## src/hmte_pkg.sv

```systemverilog
// Package for the HMM transition matrix estimator.
// Holds field widths, parameter defaults, the controller state type and the
// command and status structs shared by the controller and the datapath.
package hmte_pkg;

  // Fixed widths of the transaction fields.
  localparam int unsigned STATE_BITS = 3;
  localparam int unsigned PROB_BITS  = 16;
  localparam logic [PROB_BITS-1:0] PROB_MAX = {PROB_BITS{1'b1}};

  // Defaults for the top-level parameters.
  localparam int unsigned DEF_NUM_STATES = 8;
  localparam int unsigned DEF_COUNT_BITS = 16;

  // Controller states.
  typedef enum logic [2:0] {
    ST_IDLE,
    ST_UPDATE,
    ST_EM_READ,
    ST_EM_START,
    ST_EM_DIV,
    ST_EM_OUT
  } hmte_state_e;

  // Commands from the controller to the datapath.
  typedef struct packed {
    logic accept;     // frame transaction taken this cycle
    logic upd;        // write back the incremented counts
    logic em_addr;    // address the count stores with the emission index
    logic div_start;  // load the divider with the entry just read
    logic out_load;   // move the finished entry into the output register
    logic clear;      // clear all counts after the final entry
  } hmte_cmd_t;

  // Status from the datapath to the controller.
  typedef struct packed {
    logic frame_counts;  // offered frame forms a countable pair
    logic div_done;      // divider has finished
    logic entry_last;    // emission index is at the final entry
    logic out_free;      // output register can take an entry this cycle
  } hmte_stat_t;

endpackage

```

## src/hmte_if.sv

```systemverilog
// Stream interfaces for frame input and matrix entry output.
// Depends on hmte_pkg for the field widths.
interface hmte_frame_if;
  logic                             valid;
  logic                             ready;
  logic [hmte_pkg::STATE_BITS-1:0]  state_number;
  logic                             last_frame;

  modport source (output valid, output state_number, output last_frame, input ready);
  modport sink   (input valid, input state_number, input last_frame, output ready);
endinterface

interface hmte_entry_if;
  logic                             valid;
  logic                             ready;
  logic [hmte_pkg::STATE_BITS-1:0]  to_state;
  logic [hmte_pkg::STATE_BITS-1:0]  from_state;
  logic [hmte_pkg::PROB_BITS-1:0]   probability;
  logic                             last_entry;

  modport source (output valid, output to_state, output from_state,
                  output probability, output last_entry, input ready);
  modport sink   (input valid, input to_state, input from_state,
                  input probability, input last_entry, output ready);
endinterface

```

## src/hmte_ctrl.sv

```systemverilog
// Controller state machine of the HMM transition matrix estimator.
// Sequences frame counting and matrix emission; depends on hmte_pkg.
module hmte_ctrl (
  input  logic                  clk_i,
  input  logic                  rst_ni,
  input  logic                  frame_valid_i,
  input  logic                  frame_last_i,
  output logic                  frame_ready_o,
  input  hmte_pkg::hmte_stat_t  stat_i,
  output hmte_pkg::hmte_cmd_t   cmd_o
);
  import hmte_pkg::*;

  hmte_state_e state_q, state_d;
  logic        last_q, last_d;

  // State and pending end-of-sequence flag.
  always_ff @(posedge clk_i or negedge rst_ni) begin
    if (!rst_ni) begin
      state_q <= ST_IDLE;
      last_q  <= 1'b0;
    end else begin
      state_q <= state_d;
      last_q  <= last_d;
    end
  end

  // Next state and commands.
  always_comb begin
    state_d       = state_q;
    last_d        = last_q;
    frame_ready_o = 1'b0;
    cmd_o         = '0;
    unique case (state_q)
      ST_IDLE: begin
        frame_ready_o = 1'b1;
        if (frame_valid_i) begin
          cmd_o.accept = 1'b1;
          last_d       = frame_last_i;
          if (stat_i.frame_counts) begin
            state_d = ST_UPDATE;
          end else if (frame_last_i) begin
            state_d = ST_EM_READ;
          end
        end
      end
      ST_UPDATE: begin
        cmd_o.upd = 1'b1;
        state_d   = last_q ? ST_EM_READ : ST_IDLE;
      end
      ST_EM_READ: begin
        cmd_o.em_addr = 1'b1;
        state_d       = ST_EM_START;
      end
      ST_EM_START: begin
        cmd_o.div_start = 1'b1;
        state_d         = ST_EM_DIV;
      end
      ST_EM_DIV: begin
        if (stat_i.div_done) begin
          state_d = ST_EM_OUT;
        end
      end
      ST_EM_OUT: begin
        if (stat_i.out_free) begin
          cmd_o.out_load = 1'b1;
          if (stat_i.entry_last) begin
            cmd_o.clear = 1'b1;
            last_d      = 1'b0;
            state_d     = ST_IDLE;
          end else begin
            state_d = ST_EM_READ;
          end
        end
      end
      default: begin
        state_d = ST_IDLE;
      end
    endcase
  end

endmodule

```

## src/hmte_datapath.sv

```systemverilog
// Datapath of the HMM transition matrix estimator: count stores, serial
// divider and output register. Depends on hmte_pkg; driven by hmte_ctrl.
module hmte_datapath #(
  parameter int unsigned NUM_STATES = hmte_pkg::DEF_NUM_STATES,
  parameter int unsigned COUNT_BITS = hmte_pkg::DEF_COUNT_BITS
) (
  input  logic                             clk_i,
  input  logic                             rst_ni,
  input  logic                             cfg_we_i,
  input  logic [hmte_pkg::PROB_BITS-1:0]   cfg_wdata_i,
  input  logic [hmte_pkg::STATE_BITS-1:0]  frame_state_i,
  input  hmte_pkg::hmte_cmd_t              cmd_i,
  output hmte_pkg::hmte_stat_t             stat_o,
  output logic                             entry_valid_o,
  input  logic                             entry_ready_i,
  output logic [hmte_pkg::STATE_BITS-1:0]  entry_to_o,
  output logic [hmte_pkg::STATE_BITS-1:0]  entry_from_o,
  output logic [hmte_pkg::PROB_BITS-1:0]   entry_prob_o,
  output logic                             entry_last_o
);
  import hmte_pkg::*;

  localparam int unsigned ST_W       = $clog2(NUM_STATES);
  localparam int unsigned PAIR_W     = 2 * ST_W;
  localparam int unsigned PAIR_DEPTH = 1 << PAIR_W;
  localparam int unsigned TOT_DEPTH  = 1 << ST_W;
  localparam int unsigned DIVC_W     = $clog2(PROB_BITS + 1);
  localparam logic [COUNT_BITS-1:0] CNT_MAX   = {COUNT_BITS{1'b1}};
  localparam logic [STATE_BITS:0]   NUM_ST_L  = (STATE_BITS + 1)'(NUM_STATES);
  localparam logic [ST_W-1:0]       ST_LAST   = ST_W'(NUM_STATES - 1);
  localparam logic [DIVC_W-1:0]     DIV_STEPS = DIVC_W'(PROB_BITS);

  // Configuration register.
  logic [PROB_BITS-1:0] min_prob_q;

  always_ff @(posedge clk_i or negedge rst_ni) begin
    if (!rst_ni) begin
      min_prob_q <= '0;
    end else if (cfg_we_i) begin
      min_prob_q <= cfg_wdata_i;
    end
  end

  // Frame decode: states outside the matrix are ignored.
  logic            s_ok;
  logic [ST_W-1:0] s_idx;
  logic [ST_W-1:0] prev_q;
  logic            have_prev_q;

  assign s_ok  = ({1'b0, frame_state_i} < NUM_ST_L);
  assign s_idx = frame_state_i[ST_W-1:0];

  always_ff @(posedge clk_i or negedge rst_ni) begin
    if (!rst_ni) begin
      prev_q      <= '0;
      have_prev_q <= 1'b0;
    end else if (cmd_i.clear) begin
      prev_q      <= '0;
      have_prev_q <= 1'b0;
    end else if (cmd_i.accept && s_ok) begin
      prev_q      <= s_idx;
      have_prev_q <= 1'b1;
    end
  end

  // Emission index: to-state outer, from-state inner.
  logic [ST_W-1:0] to_q, from_q;
  logic            entry_last;

  assign entry_last = (to_q == ST_LAST) && (from_q == ST_LAST);

  always_ff @(posedge clk_i or negedge rst_ni) begin
    if (!rst_ni) begin
      to_q   <= '0;
      from_q <= '0;
    end else if (cmd_i.out_load) begin
      if (entry_last) begin
        to_q   <= '0;
        from_q <= '0;
      end else if (from_q == ST_LAST) begin
        from_q <= '0;
        to_q   <= to_q + 1'b1;
      end else begin
        from_q <= from_q + 1'b1;
      end
    end
  end

  // Count stores with per-entry valid bits; an invalid entry reads as zero.
  logic [COUNT_BITS-1:0] pair_mem [PAIR_DEPTH];
  logic [COUNT_BITS-1:0] tot_mem  [TOT_DEPTH];
  logic [PAIR_DEPTH-1:0] pair_vld_q;
  logic [TOT_DEPTH-1:0]  tot_vld_q;
  logic [PAIR_W-1:0]     pair_raddr, pair_waddr_q;
  logic [ST_W-1:0]       tot_raddr, tot_waddr_q;
  logic [COUNT_BITS-1:0] pair_rd_q, tot_rd_q;
  logic                  pair_rv_q, tot_rv_q;
  logic [COUNT_BITS-1:0] pair_cnt, tot_cnt, pair_inc, tot_inc;

  assign pair_raddr = cmd_i.em_addr ? {to_q, from_q} : {s_idx, prev_q};
  assign tot_raddr  = cmd_i.em_addr ? from_q : prev_q;
  assign pair_cnt   = pair_rv_q ? pair_rd_q : '0;
  assign tot_cnt    = tot_rv_q ? tot_rd_q : '0;
  assign pair_inc   = (pair_cnt == CNT_MAX) ? CNT_MAX : pair_cnt + 1'b1;
  assign tot_inc    = (tot_cnt == CNT_MAX) ? CNT_MAX : tot_cnt + 1'b1;

  // Memory read and write ports.
  always_ff @(posedge clk_i) begin
    pair_rd_q <= pair_mem[pair_raddr];
    tot_rd_q  <= tot_mem[tot_raddr];
    if (cmd_i.upd) begin
      pair_mem[pair_waddr_q] <= pair_inc;
      tot_mem[tot_waddr_q]   <= tot_inc;
    end
  end

  // Write addresses are captured with the frame transaction.
  always_ff @(posedge clk_i) begin
    if (cmd_i.accept) begin
      pair_waddr_q <= {s_idx, prev_q};
      tot_waddr_q  <= prev_q;
    end
  end

  // Valid bits, cleared at once after the final entry.
  always_ff @(posedge clk_i or negedge rst_ni) begin
    if (!rst_ni) begin
      pair_vld_q <= '0;
      tot_vld_q  <= '0;
      pair_rv_q  <= 1'b0;
      tot_rv_q   <= 1'b0;
    end else begin
      pair_rv_q <= pair_vld_q[pair_raddr];
      tot_rv_q  <= tot_vld_q[tot_raddr];
      if (cmd_i.clear) begin
        pair_vld_q <= '0;
        tot_vld_q  <= '0;
      end else if (cmd_i.upd) begin
        pair_vld_q[pair_waddr_q] <= 1'b1;
        tot_vld_q[tot_waddr_q]   <= 1'b1;
      end
    end
  end

  // Restoring divider, one quotient bit per cycle. Since a pair count never
  // exceeds its total, only an equal count reaches a ratio of one.
  logic [COUNT_BITS-1:0] rem_q, dvs_q;
  logic [PROB_BITS-1:0]  quo_q;
  logic [DIVC_W-1:0]     div_cnt_q;
  logic                  zero_q, full_q;
  logic [COUNT_BITS:0]   rem_dbl, rem_sub;
  logic                  div_zero, div_full;

  assign rem_dbl  = {rem_q, 1'b0};
  assign rem_sub  = rem_dbl - {1'b0, dvs_q};
  assign div_zero = (tot_cnt == '0);
  assign div_full = !div_zero && (pair_cnt >= tot_cnt);

  always_ff @(posedge clk_i or negedge rst_ni) begin
    if (!rst_ni) begin
      div_cnt_q <= '0;
    end else if (cmd_i.div_start) begin
      div_cnt_q <= (div_zero || div_full) ? '0 : DIV_STEPS;
    end else if (div_cnt_q != '0) begin
      div_cnt_q <= div_cnt_q - 1'b1;
    end
  end

  always_ff @(posedge clk_i) begin
    if (cmd_i.div_start) begin
      rem_q  <= pair_cnt;
      dvs_q  <= tot_cnt;
      quo_q  <= '0;
      zero_q <= div_zero;
      full_q <= div_full;
    end else if (div_cnt_q != '0) begin
      if (rem_dbl >= {1'b0, dvs_q}) begin
        rem_q <= rem_sub[COUNT_BITS-1:0];
        quo_q <= {quo_q[PROB_BITS-2:0], 1'b1};
      end else begin
        rem_q <= rem_dbl[COUNT_BITS-1:0];
        quo_q <= {quo_q[PROB_BITS-2:0], 1'b0};
      end
    end
  end

  // Final probability with the configured floor.
  logic [PROB_BITS-1:0] prob;

  always_comb begin
    if (zero_q) begin
      prob = min_prob_q;
    end else if (full_q) begin
      prob = PROB_MAX;
    end else if (quo_q < min_prob_q) begin
      prob = min_prob_q;
    end else begin
      prob = quo_q;
    end
  end

  // Output register.
  logic                  out_valid_q;
  logic [STATE_BITS-1:0] out_to_q, out_from_q;
  logic [PROB_BITS-1:0]  out_prob_q;
  logic                  out_last_q;

  always_ff @(posedge clk_i or negedge rst_ni) begin
    if (!rst_ni) begin
      out_valid_q <= 1'b0;
    end else if (cmd_i.out_load) begin
      out_valid_q <= 1'b1;
    end else if (entry_ready_i) begin
      out_valid_q <= 1'b0;
    end
  end

  always_ff @(posedge clk_i) begin
    if (cmd_i.out_load) begin
      out_to_q   <= STATE_BITS'(to_q);
      out_from_q <= STATE_BITS'(from_q);
      out_prob_q <= prob;
      out_last_q <= entry_last;
    end
  end

  assign entry_valid_o = out_valid_q;
  assign entry_to_o    = out_to_q;
  assign entry_from_o  = out_from_q;
  assign entry_prob_o  = out_prob_q;
  assign entry_last_o  = out_last_q;

  // Status to the controller.
  assign stat_o.frame_counts = s_ok && have_prev_q;
  assign stat_o.div_done     = (div_cnt_q == '0);
  assign stat_o.entry_last   = entry_last;
  assign stat_o.out_free     = !out_valid_q || entry_ready_i;

`ifndef SYNTHESIS
  // An entry is only loaded when the output register is free.
  a_load_free: assert property (@(posedge clk_i) disable iff (!rst_ni)
    cmd_i.out_load |-> (!out_valid_q || entry_ready_i))
    else $error("entry loaded over an untaken entry");

  // A count write-back always follows a frame transaction directly.
  a_upd_after_accept: assert property (@(posedge clk_i) disable iff (!rst_ni)
    cmd_i.upd |-> $past(cmd_i.accept))
    else $error("count write-back without a preceding frame");

  // A loaded probability never lies below the floor.
  a_prob_floor: assert property (@(posedge clk_i) disable iff (!rst_ni)
    cmd_i.out_load |=> (out_prob_q >= min_prob_q))
    else $error("probability below the configured floor");

  // Clearing ends the sequence and restarts the emission index.
  a_clear_restart: assert property (@(posedge clk_i) disable iff (!rst_ni)
    cmd_i.clear |=> (!have_prev_q && (to_q == '0) && (from_q == '0)))
    else $error("sequence state not cleared after the final entry");
`endif

endmodule

```

## src/hmm_transition_matrix_estimator.sv

```systemverilog
// Top level of the HMM transition matrix estimator.
// Joins hmte_ctrl and hmte_datapath; depends on hmte_pkg and hmte_if.
//
//   Channel   Direction  Transaction contents
//   frame_i   in         state_number, last_frame
//   entry_o   out        to_state, from_state, probability, last_entry
//   cfg       in         min_probability (write enable and data, no index)
//
// A frame that forms a countable pair is read from the count stores and then
// written back before the next frame is taken; any other frame needs no write-back.
// Each matrix entry takes a store read, a divider load and one step of the
// bit-serial divider per probability bit; a never-left or certain entry skips the steps.
// Counts are cleared at once through per-entry valid bits, so there is
// no clearing pass after reset. The final entry may wait in the output
// register while the next frame is already accepted.
module hmm_transition_matrix_estimator #(
  parameter int unsigned NUM_STATES = hmte_pkg::DEF_NUM_STATES,
  parameter int unsigned COUNT_BITS = hmte_pkg::DEF_COUNT_BITS
) (
  input  logic                            clk_i,
  input  logic                            rst_ni,
  input  logic                            cfg_we_i,
  input  logic [hmte_pkg::PROB_BITS-1:0]  cfg_wdata_i,
  hmte_frame_if.sink                      frame_i,
  hmte_entry_if.source                    entry_o
);
  import hmte_pkg::*;

  hmte_cmd_t  cmd;
  hmte_stat_t stat;
  logic       frame_ready;

  // Control sequencing.
  hmte_ctrl u_ctrl (
    .clk_i         (clk_i),
    .rst_ni        (rst_ni),
    .frame_valid_i (frame_i.valid),
    .frame_last_i  (frame_i.last_frame),
    .frame_ready_o (frame_ready),
    .stat_i        (stat),
    .cmd_o         (cmd)
  );

  assign frame_i.ready = frame_ready;

  // Counting, division and output storage.
  hmte_datapath #(
    .NUM_STATES (NUM_STATES),
    .COUNT_BITS (COUNT_BITS)
  ) u_datapath (
    .clk_i         (clk_i),
    .rst_ni        (rst_ni),
    .cfg_we_i      (cfg_we_i),
    .cfg_wdata_i   (cfg_wdata_i),
    .frame_state_i (frame_i.state_number),
    .cmd_i         (cmd),
    .stat_o        (stat),
    .entry_valid_o (entry_o.valid),
    .entry_ready_i (entry_o.ready),
    .entry_to_o    (entry_o.to_state),
    .entry_from_o  (entry_o.from_state),
    .entry_prob_o  (entry_o.probability),
    .entry_last_o  (entry_o.last_entry)
  );

endmodule

```

## src/flat_wrapper.sv

```systemverilog
// flat-port wrapper written by rule: the top's interface ports become plain ports
module hmm_transition_matrix_estimator_flat import hmte_pkg::*;
#(
  parameter int unsigned NUM_STATES = hmte_pkg::DEF_NUM_STATES,
  parameter int unsigned COUNT_BITS = hmte_pkg::DEF_COUNT_BITS
)
  (clk_i, rst_ni, cfg_we_i, cfg_wdata_i, frame_i_valid, frame_i_state_number, frame_i_last_frame, frame_i_ready, entry_o_valid, entry_o_to_state, entry_o_from_state, entry_o_probability, entry_o_last_entry, entry_o_ready);
  hmte_frame_if frame_i_i ();
  hmte_entry_if entry_o_i ();
  input  logic clk_i;
  input  logic rst_ni;
  input  logic cfg_we_i;
  input  logic [hmte_pkg::PROB_BITS-1:0] cfg_wdata_i;
  input wire logic [$bits(frame_i_i.valid)-1:0] frame_i_valid;
  input wire logic [$bits(frame_i_i.state_number)-1:0] frame_i_state_number;
  input wire logic [$bits(frame_i_i.last_frame)-1:0] frame_i_last_frame;
  output wire logic [$bits(frame_i_i.ready)-1:0] frame_i_ready;
  output wire logic [$bits(entry_o_i.valid)-1:0] entry_o_valid;
  output wire logic [$bits(entry_o_i.to_state)-1:0] entry_o_to_state;
  output wire logic [$bits(entry_o_i.from_state)-1:0] entry_o_from_state;
  output wire logic [$bits(entry_o_i.probability)-1:0] entry_o_probability;
  output wire logic [$bits(entry_o_i.last_entry)-1:0] entry_o_last_entry;
  input wire logic [$bits(entry_o_i.ready)-1:0] entry_o_ready;
  assign frame_i_i.valid = frame_i_valid;
  assign frame_i_i.state_number = frame_i_state_number;
  assign frame_i_i.last_frame = frame_i_last_frame;
  assign frame_i_ready = frame_i_i.ready;
  assign entry_o_valid = entry_o_i.valid;
  assign entry_o_to_state = entry_o_i.to_state;
  assign entry_o_from_state = entry_o_i.from_state;
  assign entry_o_probability = entry_o_i.probability;
  assign entry_o_last_entry = entry_o_i.last_entry;
  assign entry_o_i.ready = entry_o_ready;
  hmm_transition_matrix_estimator #(.NUM_STATES(NUM_STATES), .COUNT_BITS(COUNT_BITS)) u_core (.clk_i(clk_i), .rst_ni(rst_ni), .cfg_we_i(cfg_we_i), .cfg_wdata_i(cfg_wdata_i), .frame_i(frame_i_i), .entry_o(entry_o_i));
endmodule
```

## config.mk

```make
export PLATFORM = sky130hd
export DESIGN_NAME = hmm_transition_matrix_estimator_flat
export DESIGN_NICKNAME = d
export VERILOG_FILES = /design/src/hmte_pkg.sv /design/src/hmte_if.sv /design/src/hmte_ctrl.sv /design/src/hmte_datapath.sv /design/src/hmm_transition_matrix_estimator.sv /design/src/flat_wrapper.sv
export SDC_FILE = /design/constraint.sdc
export NUM_CORES = 2
export LEC_CHECK = 0
export BUFFER_PORTS_ARGS = -buffer_cell sky130_fd_sc_hd__buf_4
export CORE_ASPECT_RATIO = 1.4
export CORE_MARGIN = 2
export CORE_UTILIZATION = 50
export CTS_BUF_LIST = sky130_fd_sc_hd__clkbuf_2 sky130_fd_sc_hd__clkbuf_4 sky130_fd_sc_hd__clkbuf_8
export DETAILED_ROUTE_END_ITERATION = 6
export GPL_ROUTABILITY_DRIVEN = 0
export PLACE_DENSITY = 0.73
export REMOVE_ABC_BUFFERS = 1
export SLEW_MARGIN = 10
export SYNTH_ARGS = -nofsm -noshare
export SYNTH_HDL_FRONTEND = slang
export SYNTH_SLANG_ARGS = --single-unit
```

## constraint.sdc

```tcl
create_clock -name clk_i -period 6.6 [get_ports clk_i]
set_input_delay 0 -clock clk_i [delete_from_list [all_inputs] [get_ports clk_i]]
set_output_delay 0 -clock clk_i [all_outputs]
set_load 0.05 [all_outputs]
```

==> Word-level counts from Yosys, hierarchy flattened <==
Memory sizes are Yosys's and may differ from the RTL's. A register that Yosys moved wholly into a read port is not among the register bits.
Cells that the tools add are included.
Widths: inputs -> output; s select.
{ "totals": {"input_bits": 25, "register_bits": 192, "out_inout_bits": 25, "n_memories": 2, "ram_bits": 1152, "elab_cells": 139} }
{ "memory_table": {"columns": ["name", "depth", "width", "read_ports", "rd_clocked_by_memory_dff", "write_ports", "line", "rtl"], "rows": [
  ["u_core.u_datapath.pair_mem", 64, 16, 1, 1, 1, "hmte_datapath.sv:90", "logic [COUNT_BITS-1:0] pair_mem [PAIR_DEPTH];"],
  ["u_core.u_datapath.tot_mem", 8, 16, 1, 1, 1, "hmte_datapath.sv:91", "logic [COUNT_BITS-1:0] tot_mem [TOT_DEPTH];"]
]} }
{ "classes": {"mux": 61, "bitwise": 2, "n_eq_ne": 14, "n_reduce_logical": 21, "n_addsub": 6, "order_cmp": 9} }
{ "op_table": {"columns": ["operator", "n"], "rows": [
  ["$mux 16", 10],
  ["$mux 64", 2],
  ["$or 64x64->64", 1],
  ["$mux 3", 12],
  ["$add 16x1->16 const B", 2],
  ["$eq 16x16->1 const B", 2],
  ["$mux 1", 21],
  ["$pmux 3 s6", 1],
  ["$ge 17x16->1", 1],
  ["$ge 16x16->1", 1],
  ["$logic_not 16->1", 1],
  ["$lt 16x16->1", 1],
  ["$mux 8", 2],
  ["$sub 16x16->16", 1],
  ["$mux 5", 3],
  ["$lt 6x7->1 const B", 2],
  ["$eq 3x3->1 const B", 4],
  ["$reduce_bool 2->1", 6],
  ["$lt 3x4->1 const B", 2],
  ["$mux 2", 4],
  ["$or 8x8->8", 1],
  ["$reduce_and 4->1", 2],
  ["$add 3x1->3 const B", 2],
  ["$bmux 1 s6", 1],
  ["20 further kinds", 28]
]} }

==> Depth between registers and ports, before layout <==
{ "depth": {"ltp_word": 7, "mapped_depth": 14, "ltp_nobuf": 10} }

==> Hierarchy <==
Synthesis repeated with hierarchy kept, for this count alone.
{ "unflattened": {"hier_cells": 5150, "area_unflattened_um2": 65671.7} }
{ "by_module_without_submodules": {"columns": ["module", "area_per_inst_um2", "instances", "seq_area_each_um2", "cells_each"], "rows": [
  ["hmte_datapath", 65346.4, 1, 40098.5, 5110],
  ["hmte_ctrl", 325.3, 1, 100.1, 40]
]} }

==> Worst setup path before layout <==
OpenSTA, ideal clock, no wires.
{ "synth_timing": {"kind": "reg2reg", "start": "register u_core.u_datapath.pair_rd_q[2], read port of u_core.u_datapath.pair_mem", "end": "memory u_core.u_datapath.pair_mem[0][12] (netlist name), data pin", "period_less_slack_ns": 4.849, "n_path_buf": 2, "t_required_ns": 5.898, "path_slack_ns": 1.751, "stages_incl_launch_ff": 8, "arrival_time_ns": 4.148, "setup_time_ns": 0.702, "cell_sequence": "dfxtp_1 clkbuf_1 nand4_1 nor4_1 and4_1 clkbuf_1 a21oi_1 o21ai_0"} }
{ "synth_between": {"elab_chain_len": 3, "elab_cells_between_ends": 4, "classes_between": "add/sub (1); eq/ne (1); mux (2)"} }
{ "synth_rtl": {"columns": ["item", "line", "rtl"], "rows": [
  ["from (decl)", "hmte_datapath.sv:96", "logic [COUNT_BITS-1:0] pair_rd_q, tot_rd_q;"],
  ["$mux 16 (*)", "hmte_datapath.sv:102", "assign pair_cnt = pair_rv_q ? pair_rd_q : '0;"],
  ["$add 16x1->16 or $eq 16x16->1 (tied branches)", "hmte_datapath.sv:104", "assign pair_inc = (pair_cnt == CNT_MAX) ? CNT_MAX : pair_cnt + 1'b1;"],
  ["$mux 16 (*)", "hmte_datapath.sv:104", null],
  ["via u_core.u_datapath.pair_inc[12]", "hmte_datapath.sv:98", "logic [COUNT_BITS-1:0] pair_cnt, tot_cnt, pair_inc, tot_inc;"],
  ["to (decl)", "hmte_datapath.sv:90", null]
]} }
The timed path passes the listed nets; every way through them passes the cells marked *.

==> Final worst setup path <==
{ "layout_timing": {"start": "register u_core.u_datapath.from_q[0]", "end": "register u_core.u_datapath.pair_rd_q[10], read port of u_core.u_datapath.pair_mem"} }
{ "layout_between": {"elab_chain_len": 1} }
{ "layout_rtl": {"columns": ["item", "line", "rtl"], "rows": [
  ["from (decl)", "hmte_datapath.sv:67", "logic [ST_W-1:0] to_q, from_q;"],
  ["from (signal assigned)", "hmte_datapath.sv:84", "from_q <= from_q + 1'b1;"],
  ["$mux 6", "hmte_datapath.sv:100", "assign pair_raddr = cmd_i.em_addr ? {to_q, from_q} : {s_idx, prev_q};"]
]} }
No other way between the ends.
A chain may end at the register's enable or synchronous reset.

==> reports/results.ini <==
[floorplanning]
core-area_mm2=0.116
ios=50
die-area_mm2=0.120
fp.dieW_um=293
num_rows=148
die_height_um=409
start_util=0.503

[synth]
ys_seq_area_frac=0.688
syn_area_mm2=0.0584
yosys_warnings=0
synth.distinct_cells=62
synth_seq_cells=1373
yosys-top-cells-area=edfxtp_1 62%, mux2i_1 9.5%, dfrtp_1 4.7%, nand2_1 4.7%, nand3_1 3.3%
synth_cells=4356
synth_top_area_frac=0.624
synth_ff_type=edfxtp_1
synthArstFlopShare=0.0801
synth_top_area_cell=edfxtp_1
postSynthAreaPerCell_um2=13.4
synth-edff-count=1215

[detailed_routing]
routed.top_layer=met5
wl_per_cell_um=24.7
finalWirelength_um=153000
met3_length_um=10900
drc=3
drt_iter0_drc=3880
vias=37271
wl_met1_um=57000
vias_per_cell=6.03
wl_met2_um=76400
ant_nets=0
detailedRoute.firstPassIterationCount=7

[cells_and_area]
final_area_mm2=0.0655
regMostFlops=u_core.u_datapath.pair_mem
largest_reg_flops=1024
nets=4588
register_area_mm2=0.0402
multi_input_area_mm2=0.0166
reg_top3=u_core.u_datapath.pair_mem x1024, u_core.u_datapath.tot_mem x128, u_core.u_datapath.pair_vld_q x64
fillers=8936
finalNonFillerCells=6179
final_util=0.564
drive_gt1_frac=0.114
area_growth_pct=12.0

[cts]
cts_buffer_depth=3
cts_repair_resize_count=0
clk_pin_slew_worst_paths_ps=70
cts_max_level=4
cts_tree=done
clockRootBuffer=clkbuf_8
cts_buffers=189
cts_sinks=1373
worstSkewPairLatency_ps=910

[sta]
rsz0062_at_grt=false
clock_skew_ps=48.1
fin_crit_sh=0.738
hold_ws_ps=277
finalHoldViolations=0
worst_slew_pin_slew_ps=1350
setup_violations=0
fin_crit_ps=4870
drv_slew=0
max_freq_mhz=205
maxSlewHeadroom=0.0987

[pwr]
powerDensity_mw_per_mm2=446
power_mw=29.2
leakagePower_nw=24.5
ir_worst_vdd_mv=0.422

[critical_path]
setup.worst_path.start_class=register
crit_fanout=149
cp.required_ps=7360
critPathKind=reg -> reg
crit_arrival_ps=5630
endpoint_kind=register

[min_path]
worstHoldPathType=in -> async

[status]
status=finished, violations left
violations=design-rule violations

[global_routing]
grt_pass1_wl_um=228000
grt-ovfl-total=0
grt_pass1_vias=36846
antenna_found_initial=7
grt_usage=0.253
grt_max_degree=150

[placement]
numPortBuffers=49
numPlacedInstances=5737
dpl_cell_area_mm2=0.0606
hpwl_um=87300

[job]
cap_violations=0

==> final cells by class <==
class	instances	share of cell area
sequential	1373	0.614
inverter	157	0.00900
timing repair buffer	241	0.0337
clock buffer	284	0.0527
antenna	5	0.000191
clock inverter	70	0.00824
tap	1500	0.0287
multi-input combinational	2549	0.254
==> per-stage QoR <==
step           setup slack, ps  TNS [ps]
2_1_floorplan           -17950   -589120
3_3_place_gp              1810         0
3_5_place_dp              1860         0
4_1_cts                   1850         0
5_1_grt                   1610         0
6_report                  1730         0
==> per-layer routing <==
layer / global-route usage / up-vias
met5: 0 / -
met4: 0.138 / 6
met3: 0.0455 / 372
met2: 0.431 / 1762
met1: 0.305 / 18562
li1: - / 16569
==> worst max-delay path: stages, from the launching register on <==
cell and delay, ps:
dfrtp_4 720, nor4bb_4 360, buf_4 380, a21o_4 270, buf_12 540, mux2i_1 280, mux2i_1 100, a221oi_1 1000
o22ai_1 400, or3_1 440
==> cell families after synthesis <==
| family | after synthesis | synth area share |
|---|---|---|
| flops | 1373 | 0.688 |
| simple gates | 1356 | 0.101 |
| mux | 566 | 0.0974 |
| compound gates | 545 | 0.0670 |
| buf+inv | 434 | 0.0313 |
| fa+ha+maj | 52 | 0.0113 |
| xor+xnor | 30 | 0.00450 |
==> cell usage after synthesis, types with 21 or more instances <==
master       n
a211oi_1   139
a21oi_1     46
a221oi_1    34
a31oi_1     40
a32oi_1     34
buf_1       23
buf_2       97
clkbuf_1   145
dfrtp_1    110
dfxtp_1     48
edfxtp_1  1215
ha_1        51
inv_1      155
mux2i_1    554
nand2_1    733
nand3_1    387
nor2_1     115
nor3_1      29
o21a_1      76
o21ai_0     68
o32ai_1     34
xnor2_1     21
==> final timing paths <==
path                                             start  slack [ps]  cells after the start                          endpoint
setup / recovery           u_core.u_datapath.from_q[0]        1730                      9   u_core.u_datapath.pair_rd_q[10]
hold / removal                                  rst_ni         280                      4    u_core.u_datapath.div_cnt_q[4]
setup reg to reg           u_core.u_datapath.from_q[0]        1730                      9   u_core.u_datapath.pair_rd_q[10]
hold reg to reg            u_core.u_datapath.quo_q[15]         480                      2       u_core.u_datapath.quo_q[15]
max in group asynchronous                       rst_ni        5620                      4  u_core.u_datapath.pair_vld_q[46]
min in group clk_i                  frame_i_last_frame         280                      8          u_core.u_ctrl.state_q[1]
==> layout by cell type (no fill, tap or decap), drive strengths merged, types with 81 or more instances in the layout <==
| master | n |
|---|---|
| buf | 160 |
| a211oi | 139 |
| mux2i | 556 |
| dlygate4sd3 | 81 |
| clkbuf | 284 |
| nand2 | 734 |
| nor2 | 115 |
| dfrtp | 110 |
| edfxtp | 1215 |
| nand3 | 387 |
| inv | 159 |
==> repair_timing <==
action / in CTS / in global routing
setup buffers: 0 / 0
hold buffers: 82 / 0
hold endpoints to repair: 170 / 0
==> report_power, final <==
group	switching [mW]	internal (mW)	total (mW)
registers	0.568	10.8	11.3
logic	7.36	3.74	11.1
clock network	3.15	3.63	6.78
No activity file was read; power rests on OpenSTA's default activity.
